--- src/design/hsl2rgb_pkg.sv ---
// ----------------------------------------------------------------------------
// hsl2rgb_pkg
// Widths, sextant codes, per-stage payload types and the channel clamp
// shared by the HSL to RGB converter and its checker.
// ----------------------------------------------------------------------------
`default_nettype none

package hsl2rgb_pkg;

    localparam int FIELD_W  = 17;
    localparam int FRAC_W   = 16;
    localparam int DATA_W   = 56;
    localparam int NSTAGE   = 6;
    localparam int PROD1_W  = 35;
    localparam int V_W      = 21;
    localparam int MAG_W    = 20;
    localparam int PROD2_W  = MAG_W + FRAC_W;
    localparam int MID_W    = 22;

    localparam logic [FIELD_W-1:0] HALF_Q16 = 17'd32768;
    localparam logic [FIELD_W-1:0] ONE_Q16  = 17'd65536;

    typedef logic [FIELD_W-1:0]     t_field;
    typedef logic [FRAC_W-1:0]      t_frac;
    typedef logic [3:0]             t_sextant;
    typedef logic signed [V_W-1:0]  t_v;
    typedef logic signed [MID_W-1:0] t_mid;

    localparam t_sextant SEXT_RED_YEL = 4'd0;
    localparam t_sextant SEXT_YEL_GRN = 4'd1;
    localparam t_sextant SEXT_GRN_CYN = 4'd2;
    localparam t_sextant SEXT_CYN_BLU = 4'd3;
    localparam t_sextant SEXT_BLU_MAG = 4'd4;
    localparam t_sextant SEXT_MAG_RED = 4'd5;

    typedef struct packed {
        logic [PROD1_W-1:0] prod;
        logic               l_low;
        t_field             l;
        t_field             s;
        t_sextant           sext;
        t_frac              frac;
    } t_s1;

    typedef struct packed {
        t_v       v;
        t_field   l;
        t_sextant sext;
        t_frac    frac;
    } t_s2;

    typedef struct packed {
        t_v               v;
        t_v               m;
        t_field           l;
        logic             vpos;
        logic             dneg;
        logic [MAG_W-1:0] dmag;
        t_sextant         sext;
        t_frac            frac;
    } t_s3;

    typedef struct packed {
        t_v               v;
        t_v               m;
        t_field           l;
        logic             vpos;
        logic             dneg;
        logic [MAG_W-1:0] vsfmag;
        t_sextant         sext;
    } t_s4;

    typedef struct packed {
        t_v       v;
        t_v       m;
        t_mid     mid1;
        t_mid     mid2;
        t_field   l;
        logic     vpos;
        t_sextant sext;
    } t_s5;

    typedef struct packed {
        t_field b;
        t_field g;
        t_field r;
    } t_rgb;

    function automatic t_field sat_channel(input t_mid x);
        t_field res;
        if (x < 0) begin
            res = '0;
        end else if (x > $signed({{(MID_W-FIELD_W){1'b0}}, ONE_Q16})) begin
            res = ONE_Q16;
        end else begin
            res = x[FIELD_W-1:0];
        end
        return res;
    endfunction

endpackage

`default_nettype wire

--- src/design/hsl_to_rgb.sv ---
// ----------------------------------------------------------------------------
// hsl_to_rgb
// Streaming HSL to RGB color converter, unsigned Q16 fixed point in and out.
// ----------------------------------------------------------------------------
// The converter takes one pixel per clock unless every stage is full and
// the output is stalled. The depth is set by the six register stages:
// one multiplier forming lightness times saturation, the v sum, the m and
// v - m terms, a second multiplier scaling v - m by the hue fraction, the
// two midpoints, and the channel select with clamping. Each full stage
// holds when the one after it is full and stalled, so bubbles close up and
// the input only stalls once every stage holds a pixel.
`default_nettype none

module hsl_to_rgb (
    input  wire                           i_clk,
    input  wire                           i_rst_n,
    input  wire                           i_s_tvalid,
    output logic                          o_s_tready,
    // Fields from bit 0: hue[16:0], saturation[33:17], lightness[50:34].
    input  wire  [hsl2rgb_pkg::DATA_W-1:0] i_s_tdata,
    output logic                          o_m_tvalid,
    input  wire                           i_m_tready,
    // Fields from bit 0: red_out[16:0], green_out[33:17], blue_out[50:34].
    output logic [hsl2rgb_pkg::DATA_W-1:0] o_m_tdata
);
    import hsl2rgb_pkg::*;

    logic [NSTAGE-1:0] r_vld;
    logic [NSTAGE-1:0] w_rdy;

    t_s1  r_s1, n_s1;
    t_s2  r_s2, n_s2;
    t_s3  r_s3, n_s3;
    t_s4  r_s4, n_s4;
    t_s5  r_s5, n_s5;
    t_rgb r_out, n_out;

    t_field             w_h, w_s, w_l;
    logic [19:0]        w_h6;
    logic [17:0]        w_factor;
    t_v                 w_diff, w_d;
    logic [PROD2_W-1:0] w_prod2;
    t_mid               w_vsf, w_v, w_m, w_l6;

    always_comb begin
        w_rdy[NSTAGE-1] = !r_vld[NSTAGE-1] || i_m_tready;
        for (int k = NSTAGE-2; k >= 0; k--) begin
            w_rdy[k] = !r_vld[k] || w_rdy[k+1];
        end
    end

    assign o_s_tready = w_rdy[0];
    assign o_m_tvalid = r_vld[NSTAGE-1];
    assign o_m_tdata  = {{(DATA_W-3*FIELD_W){1'b0}}, r_out};

    always_ff @(posedge i_clk) begin
        if (!i_rst_n) begin
            r_vld <= '0;
        end else begin
            if (w_rdy[0]) begin
                r_vld[0] <= i_s_tvalid;
            end
            for (int k = 1; k < NSTAGE; k++) begin
                if (w_rdy[k]) begin
                    r_vld[k] <= r_vld[k-1];
                end
            end
        end
    end

    // Stage 1: hue times six and the lightness product.
    always_comb begin
        w_h  = i_s_tdata[FIELD_W-1:0];
        w_s  = i_s_tdata[2*FIELD_W-1:FIELD_W];
        w_l  = i_s_tdata[3*FIELD_W-1:2*FIELD_W];
        w_h6 = {1'b0, w_h, 2'b00} + {2'b00, w_h, 1'b0};
        n_s1.l_low = (w_l <= HALF_Q16);
        w_factor   = n_s1.l_low ? ({1'b0, w_s} + 18'd65536) : {1'b0, w_s};
        n_s1.prod  = {{(PROD1_W-FIELD_W){1'b0}}, w_l} * {{(PROD1_W-18){1'b0}}, w_factor};
        n_s1.l     = w_l;
        n_s1.s     = w_s;
        n_s1.sext  = w_h6[19:16];
        n_s1.frac  = w_h6[15:0];
    end

    // Stage 2: v.
    always_comb begin
        if (r_s1.l_low) begin
            n_s2.v = $signed({2'b00, r_s1.prod[PROD1_W-1:16]});
        end else begin
            n_s2.v = $signed({4'b0000, r_s1.l}) + $signed({4'b0000, r_s1.s})
                   - $signed({2'b00, r_s1.prod[PROD1_W-1:16]});
        end
        n_s2.l    = r_s1.l;
        n_s2.sext = r_s1.sext;
        n_s2.frac = r_s1.frac;
    end

    // Stage 3: m and the magnitude of v - m.
    always_comb begin
        w_diff    = r_s2.v - $signed({4'b0000, r_s2.l});
        w_d       = w_diff <<< 1;
        n_s3.v    = r_s2.v;
        n_s3.m    = $signed({3'b000, r_s2.l, 1'b0}) - r_s2.v;
        n_s3.l    = r_s2.l;
        n_s3.vpos = (r_s2.v > 0);
        n_s3.dneg = w_d[V_W-1];
        n_s3.dmag = w_d[V_W-1] ? MAG_W'(-w_d) : w_d[MAG_W-1:0];
        n_s3.sext = r_s2.sext;
        n_s3.frac = r_s2.frac;
    end

    // Stage 4: scale by the hue fraction.
    always_comb begin
        w_prod2     = {{FRAC_W{1'b0}}, r_s3.dmag} * {{MAG_W{1'b0}}, r_s3.frac};
        n_s4.v      = r_s3.v;
        n_s4.m      = r_s3.m;
        n_s4.l      = r_s3.l;
        n_s4.vpos   = r_s3.vpos;
        n_s4.dneg   = r_s3.dneg;
        n_s4.vsfmag = w_prod2[PROD2_W-1:FRAC_W];
        n_s4.sext   = r_s3.sext;
    end

    // Stage 5: rising and falling midpoints.
    always_comb begin
        w_vsf = $signed({2'b00, r_s4.vsfmag});
        if (r_s4.dneg) begin
            w_vsf = -w_vsf;
        end
        n_s5.v    = r_s4.v;
        n_s5.m    = r_s4.m;
        n_s5.mid1 = {r_s4.m[V_W-1], r_s4.m} + w_vsf;
        n_s5.mid2 = {r_s4.v[V_W-1], r_s4.v} - w_vsf;
        n_s5.l    = r_s4.l;
        n_s5.vpos = r_s4.vpos;
        n_s5.sext = r_s4.sext;
    end

    // Stage 6: channel select and clamp.
    always_comb begin
        w_v  = {r_s5.v[V_W-1], r_s5.v};
        w_m  = {r_s5.m[V_W-1], r_s5.m};
        w_l6 = $signed({{(MID_W-FIELD_W){1'b0}}, r_s5.l});
        n_out.r = sat_channel(w_l6);
        n_out.g = sat_channel(w_l6);
        n_out.b = sat_channel(w_l6);
        if (r_s5.vpos) begin
            case (r_s5.sext)
                SEXT_RED_YEL: begin
                    n_out.r = sat_channel(w_v);
                    n_out.g = sat_channel(r_s5.mid1);
                    n_out.b = sat_channel(w_m);
                end
                SEXT_YEL_GRN: begin
                    n_out.r = sat_channel(r_s5.mid2);
                    n_out.g = sat_channel(w_v);
                    n_out.b = sat_channel(w_m);
                end
                SEXT_GRN_CYN: begin
                    n_out.r = sat_channel(w_m);
                    n_out.g = sat_channel(w_v);
                    n_out.b = sat_channel(r_s5.mid1);
                end
                SEXT_CYN_BLU: begin
                    n_out.r = sat_channel(w_m);
                    n_out.g = sat_channel(r_s5.mid2);
                    n_out.b = sat_channel(w_v);
                end
                SEXT_BLU_MAG: begin
                    n_out.r = sat_channel(r_s5.mid1);
                    n_out.g = sat_channel(w_m);
                    n_out.b = sat_channel(w_v);
                end
                SEXT_MAG_RED: begin
                    n_out.r = sat_channel(w_v);
                    n_out.g = sat_channel(w_m);
                    n_out.b = sat_channel(r_s5.mid2);
                end
                default: begin
                    n_out.r = sat_channel(w_l6);
                    n_out.g = sat_channel(w_l6);
                    n_out.b = sat_channel(w_l6);
                end
            endcase
        end
    end

    always_ff @(posedge i_clk) begin
        if (w_rdy[0]) begin
            r_s1 <= n_s1;
        end
        if (w_rdy[1]) begin
            r_s2 <= n_s2;
        end
        if (w_rdy[2]) begin
            r_s3 <= n_s3;
        end
        if (w_rdy[3]) begin
            r_s4 <= n_s4;
        end
        if (w_rdy[4]) begin
            r_s5 <= n_s5;
        end
        if (w_rdy[5]) begin
            r_out <= n_out;
        end
    end

endmodule

`default_nettype wire

--- config.mk ---
export PLATFORM = sky130hd
export DESIGN_NAME = hsl_to_rgb
export DESIGN_NICKNAME = d
export VERILOG_FILES = /design/src/design/hsl2rgb_pkg.sv /design/src/design/hsl_to_rgb.sv
export SDC_FILE = /design/constraint.sdc
export NUM_CORES = 2
export LEC_CHECK = 0
export ABC_AREA = 1
export BUFFER_PORTS_ARGS = -buffer_cell sky130_fd_sc_hd__buf_2
export CAP_MARGIN = 40
export CORE_UTILIZATION = 50
export DETAILED_ROUTE_END_ITERATION = 6
export GPL_ROUTABILITY_DRIVEN = 0
export HOLD_SLACK_MARGIN = 0.06
export PLACE_DENSITY = 0.72
export SLEW_MARGIN = 20
export SYNTH_ARGS = -nofsm -noshare
export SYNTH_HDL_FRONTEND = slang
export SYNTH_SLANG_ARGS = --single-unit
--- constraint.sdc ---
create_clock -name i_clk -period 10.7 [get_ports i_clk]
set_clock_uncertainty 0.1 [all_clocks]
set_input_delay 1.07 -clock i_clk [delete_from_list [all_inputs] [get_ports i_clk]]
set_output_delay 1.07 -clock i_clk [all_outputs]
set_load 0.05 [all_outputs]
==> results.tsv <==
stage	metric	value	unit
min_path	WHS Path Cells	0	
flow_run	max cap viols	0	
logic_synthesis	largest family of logic cells by synthesized area	adder cells	
global_route	number of global-route vias before repair	33000	
clock_network	Clock Sinks	471	
setup_path	crit start category	input pin	
logic_synthesis	register area share after synthesis	32.0	%
finish	FF/Latch Area	14100	µm²
global_route	first-pass GRT wire length	169	mm
finish	share of layout cells above drive strength 1	4.83	%
sta	final hold viol count	0	
setup_path	worst-case reg-to-reg path depth	21	
floorplanning	Top Ports	118	
routing	Final ANT Viol Nets	0	
sta	Slew Limit Headroom	41.7	%
floorplanning	die area	89300	µm²
finish	Util after Layout	54.3	%
logic_synthesis	cell type with the largest total area after synthesis	edfxtp_1	
sta	Final setup viols	0	
routing	DRC Markers	0	
finish	Multi-input gate area	25100	µm²
setup_path	FF-to-FF End	r_s4[21]	
routing	Vias	33000	
routing	DRT Pass-1 Iters	7	
floorplanning	Core Footprint	87000	µm²
setup_path	CP Launch Point	i_s_tdata[43]	
finish	FILL cells	7777	
logic_synthesis	synthesized cell area	44000	µm²
routing	mean routed wirelength per cell	16.7	µm
clock_network	CTS H-tree depth	2	
finish	Final nets	5879	
logic_synthesis	post-synth top area share	31.7	%
place	Placed Instances	6110	
clock_network	clk slew on worst S/H paths	60	ps
sta	Fmax achieved	134	MHz
finish	Area Growth Syn to Fin	7.36	%
status	status	completed	
sta	RSZ-0062 raised after global routing	no	
clock_network	CTS tree	done	
global_route	grt ovf	0	
sta	Worst-Margin Slew	875	ps
clock_network	cells resized by post-CTS repair	0	
logic_synthesis	Syn Area/Cell	8.84	µm²
setup_path	CP endpoint	r_s1[84]	
setup_path	FF-to-FF setup slack	4370	ps
place	number of I/O port buffers	107	
logic_synthesis	compound-gate portion of the synthesized area	6.04	%
global_route	initial antenna violation count	7	
place	DP Wirelength	81.9	mm
sta	Final Max Slew Viols	0	
finish	design area	47300	µm²
floorplanning	width of the die	299	µm
clock_network	worst-skew pair later-pin latency	580	ps
setup_path	CP Class	input pin to flop	
setup_path	CP endpoint kind	flop	
logic_synthesis	Synth Warn #	0	
logic_synthesis	cell count after synthesis	4981	
clock_network	Max clock buf depth	3	
clock_network	TritonCTS Buffers	47	
place	Post-Place Cell Area	45600	µm²
setup_path	WP data arrival	7720	ps
logic_synthesis	Synth cell types	51	
floorplanning	Die Height	299	µm
clock_network	Root Driver	clkbuf_16	
logic_synthesis	synth top area cells	edfxtp_1, fa_1, nand2_1, inv_1, ha_1	
routing	Routed WL	104	mm
logic_synthesis	Simple-Gate Fraction of Synth Area	16.6	%
clock_network	postcts setup bufs	0	
routing	via-per-instance ratio	5.32	
setup_path	WP data required	10940	ps
setup_path	RR Startpoint	r_s3[1]	
logic_synthesis	XOR/XNOR Fraction of Synth Area	2.97	%
finish	final cell count without fillers	6204	
floorplanning	std cell rows	108	
setup_path	Critical Path Fanout Max	20	
global_route	GRT Total Usage	23.6	%
sta	Tmin final	7480	ps
sta	post-route clock period utilization	69.9	%
logic_synthesis	multiplexer area fraction after synthesis	0	%
logic_synthesis	Post-Synth Adder-Cell Area	31.2	%
clock_network	cts hold-fix bufs	0	
routing	starting DRC count in detailed routing	2548	
sta	final setup TNS	0	ps
min_path	Hold Crit Class	flop to flop	
floorplanning	Initial Util	50.6	%
global_route	largest net degree at the start of global routing	75	
logic_synthesis	post-synthesis register bit count	471	
==> state kept, by name, indices dropped and copies added, names as in the netlist <==
name and flops:
r_s5 105, r_s1 37, r_s3 34, r_s4 21
r_vld 6, n_s2 36, n_s5 62, o_m_tdata 51
n_s4 63, n_s3 56
==> layer usage <==
layer / share of wire, % / GRT usage [%]
met1: 40 / 29.9
met2: 48 / 40.5
met3: 6.7 / 3.34
met4: 4.5 / 9.67
met5: 0.046 / 0
==> cell type report <==
type                    count  share of cell area (%)
multi-input cells        3214                    53.0
flip-flops and latches    471                    29.8
inverters                1141                    9.08
well taps                1155                    3.06
clock buffers              57                    2.66
repair buffers            133                    1.72
clock inverters            31                   0.704
diodes                      2                  0.0106
==> how the worst min path moves through the flow <==
stage | start | to
finish | n_s4[62] | n_s5[85]
global route | n_s4[62] | n_s5[85]
CTS | n_s4[62] | n_s5[85]
detailed placement | n_s2[18] | n_s3[18]
global placement | n_s5[19] | r_s5[19]
floorplan | n_s2[10] | n_s3[10]
==> per-stage QoR <==
stage | setup WS (ps) | hold WS (ps)
after floorplan | 34.4 | 300
final | 3220 | 311
after global routing | 2900 | 319
after global placement | 2680 | 303
after CTS | 3260 | 314
after detailed placement | 2660 | 305
==> synthesized netlist by cell type, drive strengths merged <==
library cell	instances
clkinv	1
dfxtp	6
or2	10
nor2	229
o21a	9
inv	1140
o211ai	6
o21ai	159
a211oi	8
and3	1
nor4	23
xor2	109
o22ai	12
ha	333
conb	1
clkbuf	113
a221oi	6
fa	478
xnor2	38
o41ai	2
o2111ai	7
a31oi	15
nand2	1197
and2	3
o311ai	1
edfxtp	465
a21o	21
o211a	2
a31o	1
o31ai	9
a21oi	186
buf	46
o21bai	11
a21boi	12
nor3	35
nand3	235
nand3b	5
nand4	46
==> worst max-delay path, cell delays in order <==
cell and delay [ps]:
buf_2 270, nor4_1 360, nand4_1 120, a21oi_1 200, ha_1 670, nand2_1 170
fa_1 570, inv_1 50, fa_1 520, inv_1 50, fa_1 500, inv_1 50
fa_1 440, fa_1 520, inv_1 50, fa_1 470, inv_1 40, ha_1 350
a21o_1 200, a31oi_1 170, a21boi_0 350, o21ai_0 210, nand2_1 120, a21o_1 110
nand2_1 40
==> logic make-up after synthesis <==
kind of cell	count (synthesis)
AND/OR/NAND/NOR	1784
other	1
XOR/XNOR	147
AO/OA/AOI/OAI	467
flip-flops	471
adder cells (fa/ha/maj)	811
buffers and inverters	1300
==> cells in the final DEF (no fill, tap or decap), types with 6 or more instances in the layout <==
| master | netlist | final |
|---|---|---|
| nor4_1 | 23 | 23 |
| a211oi_1 | 8 | 8 |
| buf_2 | 15 | 108 |
| or2_2 | 10 | 10 |
| clkinv_1 | 1 | 13 |
| o22ai_1 | 12 | 12 |
| buf_4 | 5 | 18 |
| o21bai_1 | 11 | 11 |
| nor2_1 | 224 | 223 |
| o211ai_1 | 6 | 6 |
| xor2_1 | 108 | 108 |
| o21ai_1 | 8 | 8 |
| clkbuf_16 | 0 | 49 |
| a21oi_1 | 182 | 182 |
| xnor2_1 | 38 | 38 |
| o21a_1 | 9 | 9 |
| a31oi_1 | 15 | 15 |
| clkbuf_1 | 113 | 8 |
| ha_1 | 333 | 333 |
| bufinv_16 | 0 | 6 |
| nand2_1 | 1189 | 1188 |
| nand2_2 | 8 | 8 |
| nand3_1 | 233 | 233 |
| o31ai_1 | 9 | 9 |
| nor3_1 | 32 | 32 |
| fa_1 | 478 | 478 |
| edfxtp_1 | 465 | 465 |
| a21o_1 | 21 | 21 |
| a221oi_1 | 6 | 6 |
| a21boi_0 | 12 | 12 |
| inv_1 | 1138 | 1133 |
| dfxtp_1 | 6 | 6 |
| o2111ai_1 | 7 | 7 |
| o21ai_0 | 151 | 151 |
| nand4_1 | 46 | 46 |
Power is not shown: default switching activity piles up to over one toggle a cycle in this logic, so the estimate is an artifact.
